File: src/sv/kpl_pkg.sv
// ----------------------------------------------------------------------------
// kpl_pkg: shared types and constants of the keypad password lock
// Item and result codes, operating modes, register indexes and reset values.
// ----------------------------------------------------------------------------
`default_nettype none

package kpl_pkg;

  localparam int MAX_ENTRY = 8;
  localparam int ENTRY_IDX_W = $clog2(MAX_ENTRY);

  // Operating modes of the lock.
  typedef enum logic [1:0] {
    MODE_ENTRY  = 2'd0,
    MODE_VERIFY = 2'd1,
    MODE_GRANT  = 2'd2,
    MODE_LOCKED = 2'd3
  } mode_t;

  // Request kinds on the input channel.
  localparam logic [1:0] CMD_KEY   = 2'd0;
  localparam logic [1:0] CMD_PHONE = 2'd1;
  localparam logic [1:0] CMD_TICK  = 2'd2;

  // Result kinds.
  typedef enum logic [2:0] {
    MSG_ECHO     = 3'd0,
    MSG_CORRECT  = 3'd1,
    MSG_WRONG    = 3'd2,
    MSG_LOCKED   = 3'd3,
    MSG_TIMEOUT  = 3'd4,
    MSG_PROMPT   = 3'd5,
    MSG_PHONE_OK = 3'd6,
    MSG_GRANTED  = 3'd7
  } msg_t;

  localparam logic [7:0] KEY_DELETE  = 8'h2A;  // '*'
  localparam logic [7:0] KEY_CONFIRM = 8'h23;  // '#'

  // Configuration register indexes.
  localparam logic [2:0] REG_PASSWORD_VALUE  = 3'd0;
  localparam logic [2:0] REG_PASSWORD_LENGTH = 3'd1;
  localparam logic [2:0] REG_TRY_LIMIT       = 3'd2;
  localparam logic [2:0] REG_LOCK_TICKS      = 3'd3;
  localparam logic [2:0] REG_AUTH_TICKS      = 3'd4;
  localparam logic [2:0] REG_GRANT_TICKS     = 3'd5;

  // Reset values; the password is "1234567".
  localparam logic [63:0] RST_PASSWORD_VALUE  = 64'd15540725856023089;
  localparam logic [3:0]  RST_PASSWORD_LENGTH = 4'd7;
  localparam logic [3:0]  RST_TRY_LIMIT       = 4'd3;
  localparam logic [15:0] RST_LOCK_TICKS      = 16'd60;
  localparam logic [15:0] RST_AUTH_TICKS      = 16'd60;
  localparam logic [15:0] RST_GRANT_TICKS     = 16'd60;

  localparam logic [3:0] WRONG_MAX = 4'd15;

  typedef struct packed {
    msg_t        kind;
    logic [15:0] value;
    logic [3:0]  entry_length;
    logic        last;
  } result_t;

endpackage

`default_nettype wire

File: src/sv/keypad_password_lock_core.sv
// ----------------------------------------------------------------------------
// keypad_password_lock_core: keypad lock with phone verification and lockout
// Entry buffer, password check, attempt counting and tick-driven timeouts.
// ----------------------------------------------------------------------------
// Usage: requests arrive on the in_valid/in_ready channel as a command (key
// press, phone call or update tick) and a key code. Each request is acted on
// in the cycle it is accepted: the mode, entry buffer and counters update at
// that edge and the zero, one or two results it causes are written into a
// four-entry result queue. Results leave on out_valid/out_ready, one per
// cycle while the receiver is ready, and are registered in the queue before
// they appear. A request is taken whenever the queue holds two results or
// fewer, so while the receiver is ready a request that gives at most one
// result goes through every cycle, and the two results of a request leave
// one after the other. When the receiver stalls the queue fills and in_ready
// drops until room for two results is free again. The configuration port
// writes one register per cycle with cfg_write, cfg_index and cfg_data, and
// is meant to be used while the block is idle. Reset returns the lock to
// entry mode with an empty entry, clears the counters and the queue, and
// restores the default password and timing registers.
// ----------------------------------------------------------------------------
`default_nettype none

module keypad_password_lock_core (
  input  wire logic        clk,
  input  wire logic        rst,
  // configuration
  input  wire logic        cfg_write,
  input  wire logic [2:0]  cfg_index,
  input  wire logic [63:0] cfg_data,
  // request channel
  input  wire logic        in_valid,
  output logic             in_ready,
  input  wire logic [1:0]  cmd,
  input  wire logic [7:0]  key_code,
  // result channel
  output logic             out_valid,
  input  wire logic        out_ready,
  output logic [2:0]       msg_kind,
  output logic [15:0]      value,
  output logic [3:0]       entry_length,
  output logic             last
);

  // Configuration registers.
  logic [63:0] password_value;
  logic [3:0]  password_length;
  logic [3:0]  try_limit;
  logic [15:0] lock_ticks;
  logic [15:0] auth_ticks;
  logic [15:0] grant_ticks;

  // Lock state.
  kpl_pkg::mode_t mode, mode_next;
  logic [7:0]  entry_chars [kpl_pkg::MAX_ENTRY];
  logic [3:0]  entry_count, entry_count_next;
  logic        entry_overflow, entry_overflow_next;
  logic [3:0]  wrong_count, wrong_count_next;
  logic [15:0] countdown, countdown_next;
  logic        grant_announced, grant_announced_next;

  // Result queue.
  kpl_pkg::result_t queue [4];
  logic [1:0] rd_ptr, wr_ptr;
  logic [2:0] queue_count;

  logic in_accept, out_accept;
  logic is_key, is_phone, is_tick;
  logic key_delete, key_confirm, key_append;
  logic entry_match;
  logic [kpl_pkg::MAX_ENTRY-1:0] char_ok;
  logic [3:0]  wrong_inc;
  logic        limit_hit;
  logic [15:0] countdown_dec;
  logic        expired;
  logic        char_write;

  kpl_pkg::result_t res0, res1;
  logic [1:0] res_count;

  // --------------------------------------------------------------------------
  // Configuration
  // --------------------------------------------------------------------------
  always_ff @(posedge clk) begin
    if (rst) begin
      password_value  <= kpl_pkg::RST_PASSWORD_VALUE;
      password_length <= kpl_pkg::RST_PASSWORD_LENGTH;
      try_limit       <= kpl_pkg::RST_TRY_LIMIT;
      lock_ticks      <= kpl_pkg::RST_LOCK_TICKS;
      auth_ticks      <= kpl_pkg::RST_AUTH_TICKS;
      grant_ticks     <= kpl_pkg::RST_GRANT_TICKS;
    end else if (cfg_write) begin
      unique case (cfg_index)
        kpl_pkg::REG_PASSWORD_VALUE:  password_value  <= cfg_data;
        kpl_pkg::REG_PASSWORD_LENGTH: password_length <= cfg_data[3:0];
        kpl_pkg::REG_TRY_LIMIT:       try_limit       <= cfg_data[3:0];
        kpl_pkg::REG_LOCK_TICKS:      lock_ticks      <= cfg_data[15:0];
        kpl_pkg::REG_AUTH_TICKS:      auth_ticks      <= cfg_data[15:0];
        kpl_pkg::REG_GRANT_TICKS:     grant_ticks     <= cfg_data[15:0];
        default: ;
      endcase
    end
  end

  // --------------------------------------------------------------------------
  // Request decode and shared conditions
  // --------------------------------------------------------------------------
  assign in_ready   = (queue_count <= 3'd2);
  assign in_accept  = in_valid && in_ready;
  assign out_valid  = (queue_count != 3'd0);
  assign out_accept = out_valid && out_ready;

  // Keys only count in entry mode and a phone call only during verification.
  assign is_key   = (cmd == kpl_pkg::CMD_KEY) && (mode == kpl_pkg::MODE_ENTRY);
  assign is_phone = (cmd == kpl_pkg::CMD_PHONE) && (mode == kpl_pkg::MODE_VERIFY);
  assign is_tick  = (cmd == kpl_pkg::CMD_TICK);

  assign key_delete  = is_key && (key_code == kpl_pkg::KEY_DELETE);
  assign key_confirm = is_key && (key_code == kpl_pkg::KEY_CONFIRM);
  assign key_append  = is_key && !key_delete && !key_confirm;

  // Every stored character below the fill level must equal its password byte.
  always_comb begin
    for (int i = 0; i < kpl_pkg::MAX_ENTRY; i++) begin
      char_ok[i] = (4'(i) >= entry_count) ||
                   (entry_chars[i] == password_value[8*i +: 8]);
    end
  end

  assign entry_match = !entry_overflow && (entry_count == password_length) &&
                       (&char_ok);

  assign wrong_inc = (wrong_count < kpl_pkg::WRONG_MAX) ? wrong_count + 4'd1
                                                        : wrong_count;
  assign limit_hit = (wrong_inc >= try_limit);

  assign countdown_dec = (countdown != 16'd0) ? countdown - 16'd1 : 16'd0;
  assign expired       = (countdown_dec == 16'd0);

  assign char_write = key_append && (entry_count < 4'(kpl_pkg::MAX_ENTRY));

  // --------------------------------------------------------------------------
  // Mode transitions
  // --------------------------------------------------------------------------
  always_comb begin
    mode_next = mode;
    unique case (mode)
      kpl_pkg::MODE_ENTRY: begin
        if (key_confirm) begin
          if (entry_match) begin
            mode_next = kpl_pkg::MODE_VERIFY;
          end else if (limit_hit) begin
            mode_next = kpl_pkg::MODE_LOCKED;
          end
        end
      end
      kpl_pkg::MODE_VERIFY: begin
        if (is_phone) begin
          mode_next = kpl_pkg::MODE_GRANT;
        end else if (is_tick && expired) begin
          mode_next = kpl_pkg::MODE_ENTRY;
        end
      end
      kpl_pkg::MODE_GRANT,
      kpl_pkg::MODE_LOCKED: begin
        if (is_tick && expired) begin
          mode_next = kpl_pkg::MODE_ENTRY;
        end
      end
      default: mode_next = kpl_pkg::MODE_ENTRY;
    endcase
  end

  // --------------------------------------------------------------------------
  // Counters, entry buffer control and results
  // --------------------------------------------------------------------------
  always_comb begin
    entry_count_next     = entry_count;
    entry_overflow_next  = entry_overflow;
    wrong_count_next     = wrong_count;
    countdown_next       = countdown;
    grant_announced_next = grant_announced;
    res0      = '{kind: kpl_pkg::MSG_ECHO, value: 16'd0, entry_length: 4'd0, last: 1'b0};
    res1      = res0;
    res_count = 2'd0;

    if (is_key) begin
      if (key_delete) begin
        if (entry_overflow) begin
          entry_overflow_next = 1'b0;
        end else if (entry_count != 4'd0) begin
          entry_count_next = entry_count - 4'd1;
        end
        res_count = 2'd1;
      end else if (key_confirm) begin
        if (entry_match) begin
          res0.kind           = kpl_pkg::MSG_CORRECT;
          countdown_next      = auth_ticks;
          entry_count_next    = 4'd0;
          entry_overflow_next = 1'b0;
          wrong_count_next    = 4'd0;
        end else if (limit_hit) begin
          // The entry is kept until the lock expires.
          res0.kind        = kpl_pkg::MSG_LOCKED;
          res0.value       = lock_ticks;
          countdown_next   = lock_ticks;
          wrong_count_next = wrong_inc;
        end else begin
          res0.kind           = kpl_pkg::MSG_WRONG;
          res0.value          = {12'd0, try_limit - wrong_inc};
          wrong_count_next    = wrong_inc;
          entry_count_next    = 4'd0;
          entry_overflow_next = 1'b0;
        end
        res1.kind = kpl_pkg::MSG_ECHO;
        res_count = 2'd2;
      end else begin
        if (char_write) begin
          entry_count_next = entry_count + 4'd1;
        end else begin
          entry_overflow_next = 1'b1;
        end
        res_count = 2'd1;
      end
    end else if (is_phone) begin
      res0.kind            = kpl_pkg::MSG_PHONE_OK;
      countdown_next       = grant_ticks;
      grant_announced_next = 1'b0;
      res_count            = 2'd1;
    end else if (is_tick) begin
      unique case (mode)
        kpl_pkg::MODE_VERIFY: begin
          countdown_next = countdown_dec;
          if (expired) begin
            res0.kind = kpl_pkg::MSG_TIMEOUT;
            res1.kind = kpl_pkg::MSG_PROMPT;
            res_count = 2'd2;
          end
        end
        kpl_pkg::MODE_GRANT: begin
          countdown_next = countdown_dec;
          if (!grant_announced) begin
            grant_announced_next = 1'b1;
            res0.kind = kpl_pkg::MSG_GRANTED;
            res1.kind = kpl_pkg::MSG_PROMPT;
            res_count = expired ? 2'd2 : 2'd1;
          end else if (expired) begin
            res0.kind = kpl_pkg::MSG_PROMPT;
            res_count = 2'd1;
          end
        end
        kpl_pkg::MODE_LOCKED: begin
          countdown_next = countdown_dec;
          if (expired) begin
            res0.kind = kpl_pkg::MSG_PROMPT;
          end else begin
            res0.kind  = kpl_pkg::MSG_LOCKED;
            res0.value = countdown_dec;
          end
          res_count = 2'd1;
        end
        default: ;
      endcase
      // Expiry in any timed mode drops back to a clean entry state.
      if (mode != kpl_pkg::MODE_ENTRY && expired) begin
        entry_count_next    = 4'd0;
        entry_overflow_next = 1'b0;
        wrong_count_next    = 4'd0;
        countdown_next      = 16'd0;
      end
    end

    res0.entry_length = entry_count_next;
    res1.entry_length = entry_count_next;
    res0.last         = (res_count == 2'd1);
    res1.last         = 1'b1;
  end

  // --------------------------------------------------------------------------
  // State registers
  // --------------------------------------------------------------------------
  always_ff @(posedge clk) begin
    if (rst) begin
      mode            <= kpl_pkg::MODE_ENTRY;
      entry_count     <= 4'd0;
      entry_overflow  <= 1'b0;
      wrong_count     <= 4'd0;
      countdown       <= 16'd0;
      grant_announced <= 1'b0;
    end else if (in_accept) begin
      mode            <= mode_next;
      entry_count     <= entry_count_next;
      entry_overflow  <= entry_overflow_next;
      wrong_count     <= wrong_count_next;
      countdown       <= countdown_next;
      grant_announced <= grant_announced_next;
    end
  end

  always_ff @(posedge clk) begin
    if (in_accept && char_write) begin
      entry_chars[entry_count[kpl_pkg::ENTRY_IDX_W-1:0]] <= key_code;
    end
  end

  // --------------------------------------------------------------------------
  // Result queue
  // --------------------------------------------------------------------------
  always_ff @(posedge clk) begin
    if (in_accept) begin
      if (res_count != 2'd0) begin
        queue[wr_ptr] <= res0;
      end
      if (res_count == 2'd2) begin
        queue[wr_ptr + 2'd1] <= res1;
      end
    end
  end

  always_ff @(posedge clk) begin
    if (rst) begin
      rd_ptr      <= 2'd0;
      wr_ptr      <= 2'd0;
      queue_count <= 3'd0;
    end else begin
      if (in_accept) begin
        wr_ptr <= wr_ptr + res_count;
      end
      if (out_accept) begin
        rd_ptr <= rd_ptr + 2'd1;
      end
      queue_count <= queue_count + (in_accept ? {1'b0, res_count} : 3'd0)
                     - {2'd0, out_accept};
    end
  end

  assign msg_kind     = queue[rd_ptr].kind;
  assign value        = queue[rd_ptr].value;
  assign entry_length = queue[rd_ptr].entry_length;
  assign last         = queue[rd_ptr].last;

endmodule

`default_nettype wire
File: config.mk
export PLATFORM = sky130hd
export DESIGN_NAME = keypad_password_lock_core
export DESIGN_NICKNAME = d
export VERILOG_FILES = /design/src/sv/kpl_pkg.sv /design/src/sv/keypad_password_lock_core.sv
export SDC_FILE = /design/constraint.sdc
export NUM_CORES = 1
export LEC_CHECK = 0
export BUFFER_PORTS_ARGS = -buffer_cell sky130_fd_sc_hd__buf_2
export CORE_MARGIN = 8
export CORE_UTILIZATION = 45
export CTS_CLUSTER_DIAMETER = 120
export DETAILED_ROUTE_END_ITERATION = 12
export PLACE_DENSITY = 0.74
export REMOVE_ABC_BUFFERS = 1
export SYNTH_ARGS = -nofsm -noshare
export SYNTH_HDL_FRONTEND = slang
export SYNTH_SLANG_ARGS = --single-unit
File: constraint.sdc
create_clock -name clk -period 4.6 [get_ports clk]
set_input_delay 0.69 -clock clk [delete_from_list [all_inputs] [get_ports clk]]
set_output_delay 0.69 -clock clk [all_outputs]
set_load 0.1 [all_outputs]
# After elaboration in Yosys (flattened, before gate mapping)
# Memory sizes are Yosys's and may differ from the RTL's. A register that Yosys moved wholly into a read port is not among the register bits.
# Index checks and enable logic that the tools add are counted.
# totals
ff_bits,155
mem_bits_rw,160
inputBits,82
output_inout_bits,26
word_cells,214
memories,2
# classes
n_addsub,10
n_lt_le_gt_ge,12
eq_ne,31
n_mux,89
bitwise_logic,1
reduce_logical,54
# mem_list
name,words,word_bits,read_ports,rd_ports_with_merged_regs,wr,line_no,rtl
queue,4,24,1,1,2,keypad_password_lock_core.sv:62,kpl_pkg::result_t queue [4];
entry_chars,8,8,8,0,1,keypad_password_lock_core.sv:54,logic [7:0] entry_chars [kpl_pkg::MAX_ENTRY];
# ops
cell,n
two-way mux 16 bit,14
two-way mux 19 bit,4
two-way mux 4 bit,19
equality test 8 bit,8
two-way mux 2 bit,16
two-way mux 3 bit,10
two-way mux 1 bit,21
AND reduction 6 bit,3
two-way mux 17 bit,1
"equality test 8 x 6 -> 1 bit, second input constant",2
"greater-or-equal comparator 3 x 4 -> 1 bit, first input constant",4
zero test 16 bit,1
nonzero test 16 bit,1
"subtractor 16 x 1 -> 16 bit, second input constant",1
logical AND 1 bit,14
one-hot mux 2 bit (3 select lines),2
AND reduction 2 bit,6
nonzero test 2 bit,6
one-hot mux 3 bit (3 select lines),1
"adder 4 x 1 -> 4 bit, second input constant",2
"equality test 2 bit, second input constant",4
"greater-or-equal comparator 1 x 4 -> 1 bit, first input constant",2
"greater-or-equal comparator 2 x 4 -> 1 bit, first input constant",2
logical OR 1 bit,8
other kinds (32),45

# Depth between registers and ports, before layout
# depth
word_depth,13
ltp_mapped,21
mapped_depth_nobuf,21

# Worst setup path before layout
# No wires, ideal clock.
# synth_path
kind,flip-flop to flip-flop
start,register countdown[0]
end,register queue_count[1]
setup_ps,127
t_arrival_ps,3898
required_time_ps,4473
slack_ps,575
stages_incl_launch_ff,17
n_path_buf,1
synth_period_minus_slack_ps,4025
path_cell_list,dfxtp_1 -> or4_4 -> or3_1 -> buf_6 -> or4_4 -> nand2_2 -> o31ai_4 -> nand2_1 -> inv_1 -> ha_1 -> a32oi_1 -> nor2_1 -> o31ai_4 -> ha_1 -> inv_1 -> fa_1 -> nor2b_1
# synth_between
elab_chain_cells,12
word_cells_on_any_way,15
classes_between,3 x add/sub; 10 x mux; 2 x reduce/logical
# synth_lines
element,line_no,rtl
from (decl),keypad_password_lock_core.sv:58,"logic [15:0] countdown, countdown_next;"
from (signal assigned),keypad_password_lock_core.sv:294,countdown <= countdown_next;
subtractor 16 x 1 -> 16 bit or nonzero test 16 bit (tied branches),keypad_password_lock_core.sv:136,assign countdown_dec = (countdown != 16'd0) ? countdown - 16'd1 : 16'd0;
two-way mux 16 bit *,keypad_password_lock_core.sv:136,
zero test 16 bit *,keypad_password_lock_core.sv:137,assign expired = (countdown_dec == 16'd0);
two-way mux 2 bit or two-way mux 1 bit (tied branches),"keypad_password_lock_core.sv:245, keypad_password_lock_core.sv:246",
two-way mux 2 bit,keypad_password_lock_core.sv:241,if (!grant_announced) begin
one-hot mux 2 bit (3 select lines) *,keypad_password_lock_core.sv:230,unique case (mode)
two-way mux 2 bit *,keypad_password_lock_core.sv:229,end else if (is_tick) begin
two-way mux 2 bit *,keypad_password_lock_core.sv:224,end else if (is_phone) begin
two-way mux 2 bit *,keypad_password_lock_core.sv:186,if (is_key) begin
two-way mux 2 bit *,keypad_password_lock_core.sv:331,"queue_count <= queue_count + (in_accept ? {1'b0, res_count} : 3'd0)"
adder 3 x 2 -> 3 bit *,keypad_password_lock_core.sv:331,
subtractor 3 x 1 -> 3 bit *,keypad_password_lock_core.sv:332,"- {2'd0, out_accept};"
to (signal assigned),keypad_password_lock_core.sv:331,
to (decl),keypad_password_lock_core.sv:64,logic [2:0] queue_count;
# Mark *: on every way between the ends. The rest lies on a longest branch, timed or not.
# A chain may end at the register's enable or synchronous reset.

# Worst setup path after layout
# layout_path
start,register countdown[2]
end,register queue_count[1]
# Same word-level chain as after synthesis.

==> qor.yml <==
slowest_stage: "or4_4"
ir_drop_mv: 0.3371
synth-main-ff-cell: "dfxtp_1"
io_buffer_count: 107
crit_required_ps: 4960
cp_top_family: "simple AND/OR/NAND/NOR gates"
tightest_slew_ps: 1230
finalCriticalPeriod_ps: 4327
die_x_um: 195.7
synth_top_family_by_area: "simple AND/OR/NAND/NOR gates"
initial_core_util_pct: 45.11
synth_xor_xnor_area_share_pct: 5.124
cts_inserted_buffers: 34
ys_ff_latch: 317
coreArea_mm2: 0.03221
track_usage_pct: 20.04
synth-edff-count: 88
synthAdderAreaFrac_pct: 2.084
dp_hpwl_mm: 27.09
clockBufferDepth: 3
nFillCells: 2925
most-common-layout-cells: "nand2_1, dfxtp_1, a21oi_1"
hold_violations: 0
setup_viol: 0
nets: 1708
crit_chain: "or4_4 > or3_4 > or4_4 > nand2_2 > o31ai_4 > nand2_1 > inv_1 > ha_1 > a32oi_1 > nor2_1 > o31ai_4 > ha_1 > inv_1 > fa_1 > nor2b_1"
p_per_area_mw_per_mm2: 400.7
highest_layer: "met5"
clk_latency_ps: 530
wl_met1_mm: 17.36
routed_wl_mm: 38.94
muxShareOfSynthArea_pct: 5.710
cp.arrival_ps: 4690
start_kind: "register"
dieArea_mm2: 0.03829
cts-htree-levels: 2
finalMaxSlewViolations: 0
overflow: 0
ys_warn_count: 0
multi_input_area_mm2: 0.006878
root_buffer: "clkbuf_16"
first_pass_iters: 5
max_freq_mhz: 231.1
diodes: 0
layout_commonest_cell: "nand2_1"
routed-wl-met3_mm: 2.398
drive_gt1_share_pct: 16.21
drtIter0Drc: 1014
crit_buf_inv: 2
drtAntennaViolNets: 0
clkSlewWorstSetupHoldPaths_ps: 60
pre_cts_ws_ps: 146.4
areaGrowthSynthToFinish_pct: 14.20
grt_pass1_wl_mm: 62.92
p_leak_nw: 6.048
yosys.area_share.simple_pct: 19.13
die_y_um: 195.7
drc: 0
worstPathMaxFanout: 8
place.gp.congestion: 0.8945
rsz0062_at_grt: "no"
first_global_vias: 11650
wire_per_inst_um: 19.12
avgSynthCellArea_um2: 9.628
cap_violations: 0
rows: 66
netlist_instances: 1509
skew_ps: 33.65
num_vias: 11820
end_kind: "register"
critPathKind: "reg2reg"
worst_slack_ps: 273.5
status: "finished clean"
synthArstFlopShare_pct: 0
holdBufCountCts: 0
synth.distinct_cells: 77
ios: 108
ys_seq_area_share_pct: 49.74
syn-cell-area_mm2: 0.01453
fin_setup_tns_ps: 0
regArea_mm2: 0.007228
synth_compound_area_share_pct: 15.11
grt_antenna_before_repair: 1
max_stage_delay_ps: 530
post-route-period-util_pct: 94.05
cts_tree: "done"
slew_headroom_pct: 17.68
grt_max_degree: 86
cts_sinks: 317
vias_per_cell: 5.803
hold_path.class: "in2reg"
met2WireLength_mm: 18.40
-- where the power goes --
| part | switching, mW | internal (mW) |
|---|---|---|
| Clock | 1.13 | 1.54 |
| Sequential | 0.0647 | 2.94 |
| Combinational | 0.670 | 0.306 |
| Total | 1.86 | 4.78 |
-- state kept, by name (all words and copies together) (netlist names), 3 cells and up, named ones only --
name	flops
auth_ticks	16
countdown	16
entry_chars	64
entry_count	4
grant_ticks	16
lock_ticks	16
password_length	4
password_value	64
queue	96
queue_count	3
try_limit	4
wrong_count	4
-- metrics by stage --
stage          hold slack [ps]  cell area, um^2  total power [mW]  std cells  utilization (%)
2_1_floorplan            427.1            14160             3.765       1423                -
3_3_place_gp             437.9            15470             4.022       1971            48.03
3_5_place_dp             441.0            15470             4.037       1971            48.03
4_1_cts                  369.3            16550             6.687       2033            51.38
5_1_grt                  377.8            16590             6.891       2037            51.52
6_report                 382.9            16590             6.648       2037            51.52
-- path summary, 6_finish.rpt --
check	startpoint	endpoint	slack, ps	cells past startpoint
setup reg to reg	countdown[2]$_SDFFE_PP0P_	queue_count[1]$_SDFF_PP0_	270	15
hold / removal	cfg_data[28]	password_value[28]$_SDFFE_PP1P_	380	3
setup / recovery	countdown[2]$_SDFFE_PP0P_	queue_count[1]$_SDFF_PP0_	270	15
hold reg to reg	queue[1][11]$_SDFFE_PP0P_	queue[1][11]$_SDFFE_PP0P_	450	2
-- final cells by class --
cell class              instances  area share [%]
well taps                     408           3.077
clock buffers                  45           5.565
multi-input cells            1084           41.45
clock inverters                17          0.9275
flip-flops and latches        317           43.56
inverters                      22          0.4977
repair buffers                144           4.917
-- worst register-to-register path, cell delays in order, from the launching register on --
cell     delay, ps
dfxtp_1        390
or4_4          530
or3_4          400
or4_4          460
nand2_2        130
o31ai_4         90
nand2_1        160
inv_1           60
ha_1           170
a32oi_1        280
nor2_1         170
o31ai_4        420
ha_1           300
inv_1           80
fa_1           390
nor2b_1        140
-- Yosys cell counts (4+ instances only) --
master	instances	area share (%)
xor2_1	23	1.4
ha_1	21	1.8
a21oi_1	144	5.0
mux4_2	24	3.7
o21ai_2	4	0.24
buf_6	5	0.39
a32o_1	12	0.83
nand2_1	328	8.5
a211oi_1	8	0.41
nand4_1	16	0.69
o22ai_1	5	0.22
nor2b_1	8	0.34
and2_1	4	0.17
o32ai_1	6	0.36
o22a_1	4	0.24
a31o_2	4	0.24
nand2b_1	7	0.30
a22o_1	36	2.2
a311o_1	4	0.28
o21ai_1	5	0.17
and3_1	7	0.30
nand3_1	28	0.96
buf_2	6	0.21
or2_2	6	0.26
inv_1	19	0.49
edfxtp_1	88	18
or4_1	7	0.36
nor3_1	21	0.72
xnor2_1	62	3.7
o2bb2ai_1	6	0.36
a31oi_1	10	0.43
o21ai_0	34	1.2
mux2_2	7	0.54
mux2i_1	21	1.4
nor2_1	80	2.1
nor4_1	12	0.52
nand3b_1	32	1.7
o31ai_1	4	0.21
a221oi_1	12	0.72
buf_1	6	0.16
clkbuf_1	69	1.8
nor3_2	4	0.28
dfxtp_1	229	32
or3_1	12	0.52
-- layer usage --
metal / track usage, % / vias up
li1: - / 5594
met1: 26.92 / 5762
met2: 32.87 / 400
met3: 3.256 / 63
met4: 6.036 / 2
met5: 0 / -
-- cell families (layout without fill, tap and decap cells) --
group | after synthesis | count (layout)
AOI/OAI and AO/OA | 330 | 330
DFF | 317 | 317
adders and majority gates | 23 | 23
muxes | 52 | 52
xor gates and xnor gates | 85 | 85
and+or+nand+nor | 594 | 594
buffers and inverters | 108 | 228
-- timing repair --
item,4_1_cts,5_1_grt
endpoints found under the setup margin,0,35
buffers inserted,0,4
endpoints found under the hold margin,0,0
resized for setup,0,4
No activity file was read; power rests on OpenSTA's default activity.
